===== config.mk =====
export PLATFORM = sky130hd
export DESIGN_NAME = decimal_length_prefix_deframer
export DESIGN_NICKNAME = d
export VERILOG_FILES = /design/src/rtl/dlpd_pkg.sv /design/src/rtl/dlpd_front.sv /design/src/rtl/dlpd_queue.sv /design/src/rtl/decimal_length_prefix_deframer.sv
export SDC_FILE = /design/constraint.sdc
export NUM_CORES = 1
export LEC_CHECK = 0
export BUFFER_PORTS_ARGS = -buffer_cell sky130_fd_sc_hd__clkbuf_2
export CORE_MARGIN = 2
export CORE_UTILIZATION = 35
export DETAILED_ROUTE_END_ITERATION = 7
export PLACE_DENSITY = 0.53
export REMOVE_ABC_BUFFERS = 1
export SETUP_SLACK_MARGIN = 0.1
export SYNTH_ARGS = -nofsm -noshare
export SYNTH_HDL_FRONTEND = slang
export SYNTH_SLANG_ARGS = --single-unit
export TNS_END_PERCENT = 50

===== constraint.sdc =====
create_clock -name clk -period 16 [get_ports clk]
set_input_delay 3.2 -clock clk [delete_from_list [all_inputs] [get_ports clk]]
set_output_delay 3.2 -clock clk [all_outputs]
set_load 0.01 [all_outputs]

===== src/rtl/dlpd_pkg.sv =====
package dlpd_pkg;

	// Default length counter width
	localparam int LEN_BITS_DEF = 31;

	// Result queue depth (power of two, at least 2)
	localparam int QUEUE_DEPTH = 4;

	// Configuration register indexes
	localparam logic CFG_HDR_SKIP  = 1'b0;
	localparam logic CFG_LEN_LIMIT = 1'b1;

	// Configuration reset values
	localparam logic [7:0]  HDR_SKIP_RESET  = 8'd10;
	localparam logic [30:0] LEN_LIMIT_RESET = 31'h7FFF_FFFF;

	// ASCII characters of the length field
	localparam logic [7:0] ASCII_SPACE = 8'h20;
	localparam logic [7:0] ASCII_ZERO  = 8'h30;
	localparam logic [7:0] ASCII_NINE  = 8'h39;

	// Result kinds
	localparam logic KIND_DATA  = 1'b0;
	localparam logic KIND_REPLY = 1'b1;

	// Reply codes
	localparam logic [1:0] RC_NOSIZE   = 2'd0;
	localparam logic [1:0] RC_OVERFLOW = 2'd1;
	localparam logic [1:0] RC_SUCCESS  = 2'd2;

	// One result item
	typedef struct packed {
		logic       kind;
		logic [7:0] data;
		logic       last;
		logic [1:0] code;
	} result_t;

	// Up to two results produced by one input byte
	typedef struct packed {
		logic    v0;
		logic    v1;
		result_t r0;
		result_t r1;
	} push_req_t;

	function automatic result_t make_reply(input logic [1:0] code);
		result_t r;
		r.kind = KIND_REPLY;
		r.data = 8'd0;
		r.last = 1'b0;
		r.code = code;
		return r;
	endfunction

endpackage


===== src/rtl/dlpd_front.sv =====
module dlpd_front
	import dlpd_pkg::*;
#(
	parameter int LEN_BITS = LEN_BITS_DEF
) (
	input  logic            clk,
	input  logic            arst_n,
	input  logic            accept,
	input  logic [7:0]      in_byte,
	input  logic            cfg_we,
	input  logic            cfg_index,
	input  logic [30:0]     cfg_data,
	output push_req_t       req
);

	// wide enough for count * 10 + digit and for the full 31-bit limit
	localparam int NW = ((LEN_BITS + 4) > 31) ? (LEN_BITS + 4) : 31;

	typedef enum logic [2:0] {
		PH_HEADER  = 3'b001,
		PH_LENGTH  = 3'b010,
		PH_PAYLOAD = 3'b100
	} phase_t;

	phase_t              phase_q, phase_d;
	logic [7:0]          seen_q, seen_d;
	logic [LEN_BITS-1:0] count_q, count_d;
	logic [7:0]          hdr_skip_q;
	logic [30:0]         len_limit_q;

	logic                do_len;
	logic [LEN_BITS-1:0] cur_len;
	logic [NW-1:0]       next_len;
	logic [NW-1:0]       limit_ext;
	logic [NW-1:0]       mask_ext;
	logic [NW-1:0]       limit_cap;
	logic                is_digit;
	logic [3:0]          digit;

	// Configuration registers
	always_ff @(posedge clk or negedge arst_n) begin
		if (!arst_n) begin
			hdr_skip_q  <= HDR_SKIP_RESET;
			len_limit_q <= LEN_LIMIT_RESET;
		end else if (cfg_we) begin
			unique case (cfg_index)
				CFG_HDR_SKIP:  hdr_skip_q  <= cfg_data[7:0];
				CFG_LEN_LIMIT: len_limit_q <= cfg_data;
				default:       hdr_skip_q  <= hdr_skip_q;
			endcase
		end
	end

	// Length arithmetic: count * 10 + digit, compared with the capped limit
	assign cur_len   = (phase_q == PH_LENGTH) ? count_q : '0;
	assign is_digit  = (in_byte >= ASCII_ZERO) && (in_byte <= ASCII_NINE);
	assign digit     = 4'(in_byte - ASCII_ZERO);
	assign next_len  = (NW'(cur_len) << 3) + (NW'(cur_len) << 1) + NW'(digit);
	assign limit_ext = NW'(len_limit_q);
	assign mask_ext  = NW'({LEN_BITS{1'b1}});
	assign limit_cap = (limit_ext > mask_ext) ? mask_ext : limit_ext;

	// Byte classification and next state
	always_comb begin
		phase_d = phase_q;
		seen_d  = seen_q;
		count_d = count_q;
		do_len  = 1'b0;
		req     = '0;
		if (accept) begin
			unique case (phase_q)
				PH_PAYLOAD: begin
					req.v0      = 1'b1;
					req.r0.kind = KIND_DATA;
					req.r0.data = in_byte;
					if (count_q <= LEN_BITS'(1)) begin
						req.r0.last = 1'b1;
						req.v1      = 1'b1;
						req.r1      = make_reply(RC_SUCCESS);
						phase_d     = PH_HEADER;
						seen_d      = '0;
						count_d     = '0;
					end else begin
						count_d = count_q - LEN_BITS'(1);
					end
				end
				PH_LENGTH: do_len = 1'b1;
				PH_HEADER: begin
					if (seen_q < hdr_skip_q) begin
						seen_d = seen_q + 8'd1;
					end else begin
						do_len = 1'b1;
					end
				end
				default: phase_d = PH_HEADER;
			endcase
		end
		if (do_len) begin
			phase_d = PH_LENGTH;
			count_d = cur_len;
			if (in_byte == ASCII_SPACE) begin
				if (cur_len == '0) begin
					req.v0  = 1'b1;
					req.r0  = make_reply(RC_SUCCESS);
					phase_d = PH_HEADER;
					seen_d  = '0;
				end else begin
					phase_d = PH_PAYLOAD;
				end
			end else if (!is_digit) begin
				req.v0  = 1'b1;
				req.r0  = make_reply(RC_NOSIZE);
				phase_d = PH_HEADER;
				seen_d  = '0;
				count_d = '0;
			end else if (next_len > limit_cap) begin
				req.v0  = 1'b1;
				req.r0  = make_reply(RC_OVERFLOW);
				phase_d = PH_HEADER;
				seen_d  = '0;
				count_d = '0;
			end else begin
				count_d = next_len[LEN_BITS-1:0];
			end
		end
	end

	// Parser state
	always_ff @(posedge clk or negedge arst_n) begin
		if (!arst_n) begin
			phase_q <= PH_HEADER;
			seen_q  <= '0;
			count_q <= '0;
		end else begin
			phase_q <= phase_d;
			seen_q  <= seen_d;
			count_q <= count_d;
		end
	end

endmodule


===== src/rtl/dlpd_queue.sv =====
module dlpd_queue
	import dlpd_pkg::*;
(
	input  logic      clk,
	input  logic      arst_n,
	input  push_req_t req,
	input  logic      pop,
	output logic      full,
	output logic      empty,
	output result_t   head
);

	localparam int PTR_W = $clog2(QUEUE_DEPTH);
	localparam int CNT_W = $clog2(QUEUE_DEPTH + 1);

	result_t           mem_q [QUEUE_DEPTH];
	logic [PTR_W-1:0]  wr_q, rd_q;
	logic [CNT_W-1:0]  cnt_q;
	logic [CNT_W-1:0]  n_push;
	logic              do_pop;

	// Room for two results is needed before a byte is taken
	assign full   = cnt_q > CNT_W'(QUEUE_DEPTH - 2);
	assign empty  = cnt_q == '0;
	assign head   = mem_q[rd_q];
	assign do_pop = pop && !empty;
	assign n_push = CNT_W'(req.v0) + CNT_W'(req.v1);

	// Storage, written one or two entries at a time
	always_ff @(posedge clk) begin
		if (req.v0) begin
			mem_q[wr_q] <= req.r0;
		end
		if (req.v1) begin
			mem_q[wr_q + PTR_W'(1)] <= req.r1;
		end
	end

	// Pointers and fill count
	always_ff @(posedge clk or negedge arst_n) begin
		if (!arst_n) begin
			wr_q  <= '0;
			rd_q  <= '0;
			cnt_q <= '0;
		end else begin
			wr_q  <= wr_q + PTR_W'(n_push);
			rd_q  <= rd_q + PTR_W'(do_pop);
			cnt_q <= cnt_q + n_push - CNT_W'(do_pop);
		end
	end

endmodule


===== src/rtl/decimal_length_prefix_deframer.sv =====
// A result is registered in the queue when its byte is taken.
// Throughput: one byte per cycle while full is low; the final payload byte
// of a message yields two results, so the output side drains one result per pop
// from a 4-entry queue. full rises while fewer than two queue entries are free.
// Reset (arst_n low, asynchronous): queue empty, parser at header skip,
// header_skip_count = 10, length_limit = 2147483647.
module decimal_length_prefix_deframer
	import dlpd_pkg::*;
#(
	parameter int LEN_BITS = LEN_BITS_DEF
) (
	input  logic        clk,
	input  logic        arst_n,
	input  logic        push,
	output logic        full,
	input  logic [7:0]  in_byte,
	output logic        empty,
	input  logic        pop,
	output logic        out_kind,
	output logic [7:0]  out_byte,
	output logic        out_last,
	output logic [1:0]  reply_code,
	input  logic        cfg_valid,
	output logic        cfg_ready,
	input  logic        cfg_index,
	input  logic [30:0] cfg_data
);

	push_req_t req;
	result_t   head;

	assign cfg_ready = 1'b1;

	// Front: parse and classify each byte
	dlpd_front #(
		.LEN_BITS(LEN_BITS)
	) u_front (
		.clk      (clk),
		.arst_n   (arst_n),
		.accept   (push && !full),
		.in_byte  (in_byte),
		.cfg_we   (cfg_valid && cfg_ready),
		.cfg_index(cfg_index),
		.cfg_data (cfg_data),
		.req      (req)
	);

	// Back: result queue toward the consumer
	dlpd_queue u_queue (
		.clk   (clk),
		.arst_n(arst_n),
		.req   (req),
		.pop   (pop),
		.full  (full),
		.empty (empty),
		.head  (head)
	);

	assign out_kind   = head.kind;
	assign out_byte   = head.data;
	assign out_last   = head.last;
	assign reply_code = head.code;

endmodule


==> results of run 1 <==
==> cell families after synthesis <==
logic type                 synth area share
DFF                                   0.326
and+or+nand+nor                       0.180
buffers and inverters                0.0460
other                              0.000372
muxes                                0.0636
xor gates and xnor gates             0.0296
adders and majority gates             0.138
AOI/OAI and AO/OA                     0.216
==> final cells by class <==
| cell class | instances | share of cell area |
|---|---|---|
| clock buffer | 18 | 0.0398 |
| sequential | 136 | 0.290 |
| tap | 384 | 0.0424 |
| timing repair buffer | 69 | 0.0331 |
| clock inverter | 14 | 0.0152 |
| inverter | 62 | 0.0205 |
| multi-input combinational | 883 | 0.559 |
==> sequential cells by signal, summed over array words and instances, names as in the netlist <==
name and count:
u_front.hdr_skip_q 8, u_queue.cnt_q 3, u_queue.mem_q 48, u_front.count_q 31, u_front.len_limit_q 31, u_queue.rd_q 2
u_front.seen_q 8, u_front.phase_q 3, u_queue.wr_q 2
==> worst max-delay path, stage by stage <==
cell       delay, ns
clkbuf_2        0.17
xnor2_1         0.21
ha_1            0.29
fa_1            0.49
a211oi_1        0.30
o21ai_2         0.16
o2111ai_2       0.24
and3_1          0.19
o21ai_0         0.18
a21o_1          0.23
a21oi_1         0.16
xnor2_1         0.11
ha_1            0.34
nand4_1         0.14
nor4_1          0.64
nand4_1         0.26
o2bb2ai_1       0.20
a31oi_1         0.17
o21ai_0         0.15
nor4_2          0.29
buf_4           0.34
and2_1          0.76
a22o_1          0.25
==> power by group through the flow <==
stage	clock, W	combinational (W)	sequential, W
4_1_cts	0.000429	0.000280	0.000492
3_5_place_dp	0	0.000277	0.000498
2_1_floorplan	0	0.000202	0.000472
3_3_place_gp	0	0.000273	0.000498
6_report	0.000418	0.000278	0.000492
5_1_grt	0.000442	0.000314	0.000505
==> how the worst min path moves through the flow <==
stage / startpoint / end / slack, ns / depth (start not counted)
floorplan: u_queue.mem_q[2][10]$_SDFFE_PP0P_ / u_queue.mem_q[2][10]$_SDFFE_PP0P_ / 0.43 / 2
global placement: u_queue.mem_q[2][9]$_SDFFE_PP0P_ / u_queue.mem_q[2][9]$_SDFFE_PP0P_ / 0.44 / 2
detailed placement: u_queue.mem_q[2][8]$_SDFFE_PP0P_ / u_queue.mem_q[2][8]$_SDFFE_PP0P_ / 0.44 / 2
CTS: u_queue.mem_q[2][8]$_SDFFE_PP0P_ / u_queue.mem_q[2][8]$_SDFFE_PP0P_ / 0.45 / 2
global route: u_queue.mem_q[2][3]$_SDFFE_PP0P_ / u_queue.mem_q[2][3]$_SDFFE_PP0P_ / 0.49 / 2
finish: u_queue.mem_q[2][9]$_SDFFE_PP0P_ / u_queue.mem_q[2][9]$_SDFFE_PP0P_ / 0.45 / 2
==> layer usage <==
layer	global-route usage	wire, um
met5	0	0
met4	0.0634	611
met3	0.0274	1050
met1	0.275	14000
met2	0.298	12500
==> Yosys cell counts (7+ instances only) <==
master / count / area, um2
ha_1: 108 / 1350
nand2_1: 96 / 360
nor2_1: 83 / 312
a21oi_1: 79 / 395
o21ai_0: 77 / 385
inv_1: 62 / 233
dfrtp_1: 54 / 1350
dfxtp_1: 40 / 801
and2_1: 36 / 225
dfstp_2: 34 / 893
nand3_1: 34 / 170
a21o_1: 33 / 248
mux2_2: 32 / 360
clkbuf_1: 31 / 116
nor3_1: 31 / 155
a22o_1: 27 / 236
xnor2_1: 23 / 201
a31oi_1: 18 / 113
a211oi_1: 13 / 97.6
and3_1: 13 / 81.3
buf_2: 13 / 65.1
mux4_2: 12 / 270
nand4_1: 12 / 75.1
nor4_1: 12 / 75.1
xor2_1: 11 / 96.3
or3_1: 10 / 62.6
nand2b_1: 9 / 56.3
edfxtp_1: 8 / 240
nor2b_1: 7 / 43.8
o21ai_1: 7 / 35.0
==> per-stage QoR <==
stage	worst slack (ns)	cells	instance area [um2]
after floorplan	6.29	1081	9840
after global placement	6.58	1534	10700
after detailed placement	6.42	1534	10700
after CTS	6.85	1566	11300
after global routing	6.40	1566	11300
final	6.88	1566	11300
==> impl_metrics.toml, run 1 <==
[floorplanning]
die_x_um = 174
io-pin-count = 60
fp.dieH_um = 174
num_rows = 62
coreArea_mm2 = 0.0285
die_area_mm2 = 0.0301
start_util = 0.353

[route]
wl_um = 28200
drc = 0
vias = 8622
wl_per_cell_um = 18.0
avgViaCountPerCell = 5.51
drt_first_iter_violations = 568
drt_first_pass_iters = 4
ant_nets = 0

[synthesis]
synth.avg_cell_area_um2 = 8.89
syn_area_mm2 = 0.0101
async_reset_ff_frac = 0.647
synth_seq_cells = 136
ys_seq_area_frac = 0.326
yosysWarningCount = 0
synth_cells = 1133
synth_flop_cell = "dfrtp_1"
synth_edf_count = 8
ys_types = 82

[clocking]
cts_sinks = 136
worstSkewPairLatency_ns = 0.44
cts_tree = "yes"
ctsRootBufferMaster = "clkbuf_16"
cts_buffers = 17
clockBufferDepth = 2
cts_max_level = 4
post_cts_resized = 0
cts_hold_buf = 0
path_clk_slew_ns = 0.07
post_cts_buffers = 0

[pwr]
p_switching_w = 0.000409
powerDensity_mw_per_mm2 = 105
seqPwrFrac = 0.414
peakVddDrop_v = 0.0000783
clkPwrFrac = 0.352
p_leak_nw = 5.41
power.internal_w = 0.000779
switching_share = 0.344
pwr-share-comb = 0.234
p_total_w = 0.00119

[final_layout]
final_util = 0.397
register_area_mm2 = 0.00329
layout_commonest_cell = "ha_1"
fillers = 2949
antennaDiodeCount = 0
final_cell_mix = "108 x ha_1, 96 x nand2_1, 82 x nor2_1"
final_nets = 1324
drive_gt1_frac = 0.167
multi_input_area_mm2 = 0.00633
syn_to_final_growth_pct = 12.5

[critical_path]
cp_max_fo = 20
r2r_end = "u_front.count_q[19]$_DFFE_PN0P_"
timing.reg2reg.worst_path_depth = 25
crit_start = "in_byte[3]"
path_class = "input port to register"
worstPathArrival_ns = 9.50
r2r_start = "u_front.phase_q[1]$_DFFE_PN0P_"
cp-endpoint = "u_front.count_q[19]$_DFFE_PN0P_"
worstPathRequired_ns = 16.38
end_kind = "register"
r2r_slack_ns = 8.62
crit_path_start_kind = "input port"

[timing]
drv_slew = 0
slew_headroom = 0.319
fin_tns_setup_ns = 0
tightest_slew_ns = 1.02
setup_viol = 0
hold_ws_ns = 0.452
finalCritPeriodShare = 0.570
skew_ns = 0.0101
rsz0062_at_grt = "false"
hold_viol_final = 0
fmax_mhz = 110
fin_crit_ns = 9.12

[global_route]
grt_pass1_vias = 8448
grt_pass1_wl_um = 46200
grt_start_max_net_pins = 60
track_usage = 0.192
antenna_found_initial = 0
grt.overflow.total = 0

[run]
maxCapViolations = 0

[placement]
gp_congestion = 0.889
io_buffers = 58
hpwl_um = 20700

[status]
status = "finished, final reports clean"

[hold_path]
hold_path.class = "register to register"
Power figures use the tool's default switching activity.
==> run 2: changes to the inputs <==
--- a/config.mk
+++ b/config.mk
@@ -5,11 +5,12 @@
 export SDC_FILE = /design/constraint.sdc
 export NUM_CORES = 1
 export LEC_CHECK = 0
+export ABC_AREA = 1
 export BUFFER_PORTS_ARGS = -buffer_cell sky130_fd_sc_hd__clkbuf_2
 export CORE_MARGIN = 2
 export CORE_UTILIZATION = 35
 export DETAILED_ROUTE_END_ITERATION = 7
-export PLACE_DENSITY = 0.53
+export PLACE_DENSITY = 0.54
 export REMOVE_ABC_BUFFERS = 1
 export SETUP_SLACK_MARGIN = 0.1
 export SYNTH_ARGS = -nofsm -noshare
==> constraint.sdc (replaced) <==
create_clock -name clk -period 7.47 [get_ports clk]
set_input_delay 1.494 -clock clk [delete_from_list [all_inputs] [get_ports clk]]
set_output_delay 1.494 -clock clk [all_outputs]
set_load 0.01 [all_outputs]
==> impl_metrics.toml, run 2 <==
[placement]
io_buffers = 58
hpwl_um = 24200
placed_cell_area_mm2 = 0.0113
dp_cells = 1913
gp_congestion = 0.886

[critical_path]
cp_max_fo = 16
crit_path_start_kind = "register"
cp_slowest_cell = "nand3_1"
crit_top_cell = "ha_1"
r2r_end = "u_queue.cnt_q[2]$_DFF_PN0_"
end_kind = "register"
cp_slowest_stage_delay_ns = 0.60
path_class = "register to register"
r2r_slack_ns = 0.81
r2r_start = "u_front.phase_q[2]$_DFFE_PN0P_"
worstPathRequired_ns = 7.80
timing.reg2reg.worst_path_depth = 28
worstPathArrival_ns = 6.99

[final_layout]
drive_gt1_frac = 0.115
fillers = 3137
largest-register = "u_queue.mem_q"
fin_cells = 1945
final_nets = 1697
largest_reg_flops = 48
syn_to_final_growth_pct = 12.0
antennaDiodeCount = 0
biggestRegsByFlops = "u_queue.mem_q x48, u_front.count_q x31, u_front.len_limit_q x31"
stdcell_area_mm2 = 0.0119
final_cell_mix = "338 x nand2_1, 194 x inv_1, 177 x nor2_1"
layout_commonest_cell = "nand2_1"

[route]
vias = 9882
wl_um = 32000
wl_per_cell_um = 16.5
drt_first_pass_iters = 5
drt_first_iter_violations = 566
ant_nets = 0
avgViaCountPerCell = 5.08
drc = 0

[timing]
finalCritPeriodShare = 0.891
rsz0062_at_grt = "false"
setup_viol = 0
hold_viol_final = 0
skew_ns = 0.0115
fmax_mhz = 150
slew_headroom = 0.271
fin_tns_setup_ns = 0
fin_crit_ns = 6.66
drv_slew = 0
tightest_slew_ns = 1.09

[clocking]
ctsRootBufferMaster = "clkbuf_16"
clockBufferDepth = 2
post_cts_buffers = 0
post_cts_resized = 0
cts_hold_buf = 0
cts_max_level = 4
cts_tree = "yes"
worstSkewPairLatency_ns = 0.44
path_clk_slew_ns = 0.07
cts_buffers = 17
cts_sinks = 136

[pwr]
peakVddDrop_v = 0.000178
p_leak_nw = 6.09
powerDensity_mw_per_mm2 = 258
p_total_w = 0.00306

[synthesis]
syn_area_mm2 = 0.0106
synthXorXnorAreaFrac = 0.0496
synth_top_area_frac = 0.127
synthMuxAreaShare = 0
synth_top_family_by_area = "simple AND/OR/NAND/NOR gates"
synth_most_common_cell = "nand2_1"
synth.avg_cell_area_um2 = 7.09
synth_seq_cells = 136
ys_seq_area_frac = 0.310
ys_types = 58
synth_edf_count = 8
synth_cells = 1496
synth_flop_cell = "dfrtp_1"
synthTopCellsByCount = "339 x nand2_1, 194 x inv_1, 177 x nor2_1"
async_reset_ff_frac = 0.647
yosys-top-cells-area = "dfrtp_1 13%, ha_1 13%, nand2_1 12%, dfstp_2 8.4%, dfxtp_1 7.6%"
synth_compound_area_frac = 0.149
synth_fa_ha_area_frac = 0.131
synth_simple_gate_area_frac = 0.272
synth_top_cell_by_area = "dfrtp_1"
yosysWarningCount = 0

[floorplanning]
start_util = 0.357
num_rows = 63
die_area_mm2 = 0.0317
coreArea_mm2 = 0.0297
die_x_um = 178
fp.dieH_um = 178
io-pin-count = 60

[run]
maxCapViolations = 0

[global_route]
grt.overflow.total = 0
antenna_found_initial = 0
track_usage = 0.212
grt_pass1_wl_um = 52200
grt_start_max_net_pins = 63
grt_pass1_vias = 9656

[hold_path]
worstHoldStart = "u_queue.mem_q[0][3]$_SDFFE_PP0P_"
hold_path.class = "register to register"
worstHoldPathCells = 2
hold_end = "u_queue.mem_q[0][3]$_SDFFE_PP0P_"

[status]
status = "finished, final reports clean"
## run 2: final cells by class
class,count,area (um2),share of cell area
Multi-Input combinational cell,1121,6390,0.538
Sequential cell,136,3290,0.277
Clock buffer,18,439,0.0370
Clock inverter,14,173,0.0145
Inverter,200,751,0.0632
Tap cell,390,488,0.0411
Timing Repair Buffer,66,353,0.0297
## run 2: per-layer routing
metal	wire length, um	vias to the layer above	global-route usage	share of wire
met4	759	0	0.0714	0.024
li1	-	5000	-	-
met3	1520	49	0.0330	0.047
met1	15700	4594	0.300	0.49
met2	14100	239	0.329	0.44
met5	0	-	0	0
## run 2: report_power, final
| part | switching, W | internal (W) |
|---|---|---|
| Clock | 0.000394 | 0.000516 |
| Sequential | 0.000166 | 0.000910 |
| Combinational | 0.000705 | 0.000370 |
| Total | 0.00126 | 0.00180 |
## run 2: cell families after synthesis
| family | count (synthesis) |
|---|---|
| AO/OA/AOI/OAI | 281 |
| XOR/XNOR | 60 |
| adder cells (fa/ha/maj) | 110 |
| buffers and inverters | 239 |
| flip-flops | 136 |
| other | 1 |
| AND/OR/NAND/NOR | 669 |
## run 2: worst max-delay path by stage
| stage | from | endpoint | slack (ns) |
|---|---|---|---|
| 6_report | u_front.phase_q[2]$_DFFE_PN0P_ | u_queue.cnt_q[2]$_DFF_PN0_ | 0.81 |
| 5_1_grt | u_front.phase_q[2]$_DFFE_PN0P_ | u_queue.cnt_q[2]$_DFF_PN0_ | 0.30 |
| 4_1_cts | u_front.phase_q[2]$_DFFE_PN0P_ | u_queue.cnt_q[2]$_DFF_PN0_ | 0.84 |
| 3_5_place_dp | in_byte[3] | u_queue.cnt_q[2]$_DFF_PN0_ | 0.75 |
| 3_3_place_gp | in_byte[3] | u_queue.cnt_q[2]$_DFF_PN0_ | 0.89 |
| 2_1_floorplan | in_byte[3] | u_queue.cnt_q[2]$_DFF_PN0_ | 1.50 |
## run 2: worst max-delay path: cells and delay by family, from the launching register on
kind | cells | cell delay, ns
xor+xnor | 2 | 0.37
buf+inv | 3 | 0.73
fa+ha+maj | 6 | 1.89
compound gates | 5 | 0.96
simple gates | 12 | 2.18
flops | 1 | 0.39
## run 2: through the flow
step / hold slack, ns / utilization / worst slack [ns]
final: 0.463 / 0.400 / 0.811
after global routing: 0.475 / 0.400 / 0.295
after CTS: 0.461 / 0.400 / 0.842
after detailed placement: 0.451 / 0.379 / 0.746
after global placement: 0.446 / 0.379 / 0.885
after floorplan: 0.438 / - / 1.50
==> run 3: changes to the inputs <==
--- a/config.mk
+++ b/config.mk
@@ -8,9 +8,9 @@
 export ABC_AREA = 1
 export BUFFER_PORTS_ARGS = -buffer_cell sky130_fd_sc_hd__clkbuf_2
 export CORE_MARGIN = 2
-export CORE_UTILIZATION = 35
+export CORE_UTILIZATION = 57
 export DETAILED_ROUTE_END_ITERATION = 7
-export PLACE_DENSITY = 0.54
+export PLACE_DENSITY = 0.8
 export REMOVE_ABC_BUFFERS = 1
 export SETUP_SLACK_MARGIN = 0.1
 export SYNTH_ARGS = -nofsm -noshare
==> impl_metrics.toml, run 3 (same netlist as run 2, synthesis figures left out) <==
[critical_path]
worstPathRequired_ns = 7.79
cp_slowest_cell = "fa_1"
r2r_end = "u_queue.cnt_q[2]$_DFF_PN0_"
path_class = "register to register"
r2r_start = "u_front.phase_q[2]$_DFFE_PN0P_"
timing.reg2reg.worst_path_depth = 34
worstPathArrival_ns = 6.98
cp_slowest_stage_delay_ns = 0.44
cp_max_fo = 22
end_kind = "register"
crit_path_start_kind = "register"
crit_top_cell = "nand2_1"
r2r_slack_ns = 0.81

[hold_path]
hold_path.class = "register to register"
worstHoldPathCells = 2
worstHoldStart = "u_queue.mem_q[2][2]$_SDFFE_PP0P_"
hold_end = "u_queue.mem_q[2][2]$_SDFFE_PP0P_"

[run]
maxCapViolations = 0

[timing]
hold_viol_final = 0
slew_headroom = 0.169
skew_ns = 0.0110
hold_ws_ns = 0.460
drv_slew = 0
rsz0062_at_grt = "false"
finalCritPeriodShare = 0.891
fin_tns_setup_ns = 0
fin_crit_ns = 6.66
tightest_slew_ns = 1.24
setup_viol = 0
fmax_mhz = 150

[floorplanning]
io-pin-count = 60
die_x_um = 140
die_area_mm2 = 0.0197
fp.dieH_um = 140
num_rows = 49
coreArea_mm2 = 0.0181
start_util = 0.586

[route]
drt_first_pass_iters = 6
drt_first_iter_violations = 1030
ant_nets = 0
wl_um = 29600
avgViaCountPerCell = 5.80
wl_per_cell_um = 16.6
vias = 10300
drc = 0

[final_layout]
layout_commonest_cell = "nand2_1"
final_nets = 1693
largest-register = "u_queue.mem_q"
fin_cells = 1780
drive_gt1_frac = 0.113
antennaDiodeCount = 0
fillers = 1614
final_cell_mix = "338 x nand2_1, 194 x inv_1, 177 x nor2_1"
largest_reg_flops = 48
biggestRegsByFlops = "u_queue.mem_q x48, u_front.count_q x31, u_front.len_limit_q x31"
syn_to_final_growth_pct = 9.32

[global_route]
grt_pass1_vias = 10100
antenna_found_initial = 0
track_usage = 0.308
grt_start_max_net_pins = 63
grt.overflow.total = 0
grt_pass1_wl_um = 49300

[clocking]
path_clk_slew_ns = 0.07
post_cts_resized = 0
ctsRootBufferMaster = "clkbuf_16"
cts_hold_buf = 0
cts_sinks = 136
clockBufferDepth = 2
worstSkewPairLatency_ns = 0.44
post_cts_buffers = 0
cts_tree = "yes"
cts_buffers = 17
cts_max_level = 4

[status]
status = "finished, final reports clean"

[pwr]
powerDensity_mw_per_mm2 = 256
p_leak_nw = 6.05
p_total_w = 0.00297
peakVddDrop_v = 0.000180

[placement]
dp_cells = 1748
io_buffers = 58
hpwl_um = 22000
gp_congestion = 0.934
## run 3: cell types whose count changed in the layout (fill, tap and decap cells not counted), moves of 2 or more
cell,before,now
clkinv_4,1,3
inv_4,0,2
buf_4,9,5
bufinv_16,2,0
## run 3: worst max path at each step
stage	start	endpoint	cells past startpoint
5_1_grt	u_front.phase_q[2]$_DFFE_PN0P_	u_queue.cnt_q[2]$_DFF_PN0_	34
4_1_cts	u_front.phase_q[2]$_DFFE_PN0P_	u_queue.cnt_q[2]$_DFF_PN0_	34
6_report	u_front.phase_q[2]$_DFFE_PN0P_	u_queue.cnt_q[2]$_DFF_PN0_	34
2_1_floorplan	in_byte[3]	u_queue.cnt_q[2]$_DFF_PN0_	33
3_5_place_dp	in_byte[3]	u_queue.cnt_q[2]$_DFF_PN0_	34
3_3_place_gp	in_byte[3]	u_queue.cnt_q[2]$_DFF_PN0_	34
## run 3: through the flow
| step | utilization | setup slack [ns] | area, um2 |
|---|---|---|---|
| final | 0.641 | 0.815 | 11600 |
| after global routing | 0.641 | 0.391 | 11600 |
| after CTS | 0.641 | 0.923 | 11600 |
| after detailed placement | 0.610 | 0.740 | 11000 |
| after global placement | 0.610 | 0.864 | 11000 |
| after floorplan | - | 1.50 | 10400 |
## run 3: cell type report
class / instances / area [um2] / share of cell area
tap: 229 / 287 / 0.0247
timing repair buffer: 62 / 323 / 0.0279
multi-input combinational: 1121 / 6390 / 0.551
inverter: 200 / 751 / 0.0648
clock inverter: 15 / 131 / 0.0113
clock buffer: 17 / 425 / 0.0367
sequential: 136 / 3290 / 0.284
## run 3: layer usage
layer,vias up,track usage,wire length (um)
met5,-,0,0
met4,0,0.0968,584
met1,4809,0.420,13000
met3,62,0.0595,2360
li1,4998,-,-
met2,448,0.497,13600
## run 3: power by group
part	switching (W)	leakage [nW]	internal, W	total, W
combinational	0.000698	4.32	0.000368	0.00107
clock	0.000381	0.277	0.000438	0.000819
sequential	0.000171	1.45	0.000911	0.00108
## run 3: critical path, delay by kind of cell (launching register included)
family | cells | cell delay (ns)
and+or+nand+nor | 17 | 2.60
adders and majority gates | 6 | 1.91
buffers and inverters | 6 | 0.75
AOI/OAI and AO/OA | 3 | 0.53
DFF | 1 | 0.39
xor gates and xnor gates | 2 | 0.32
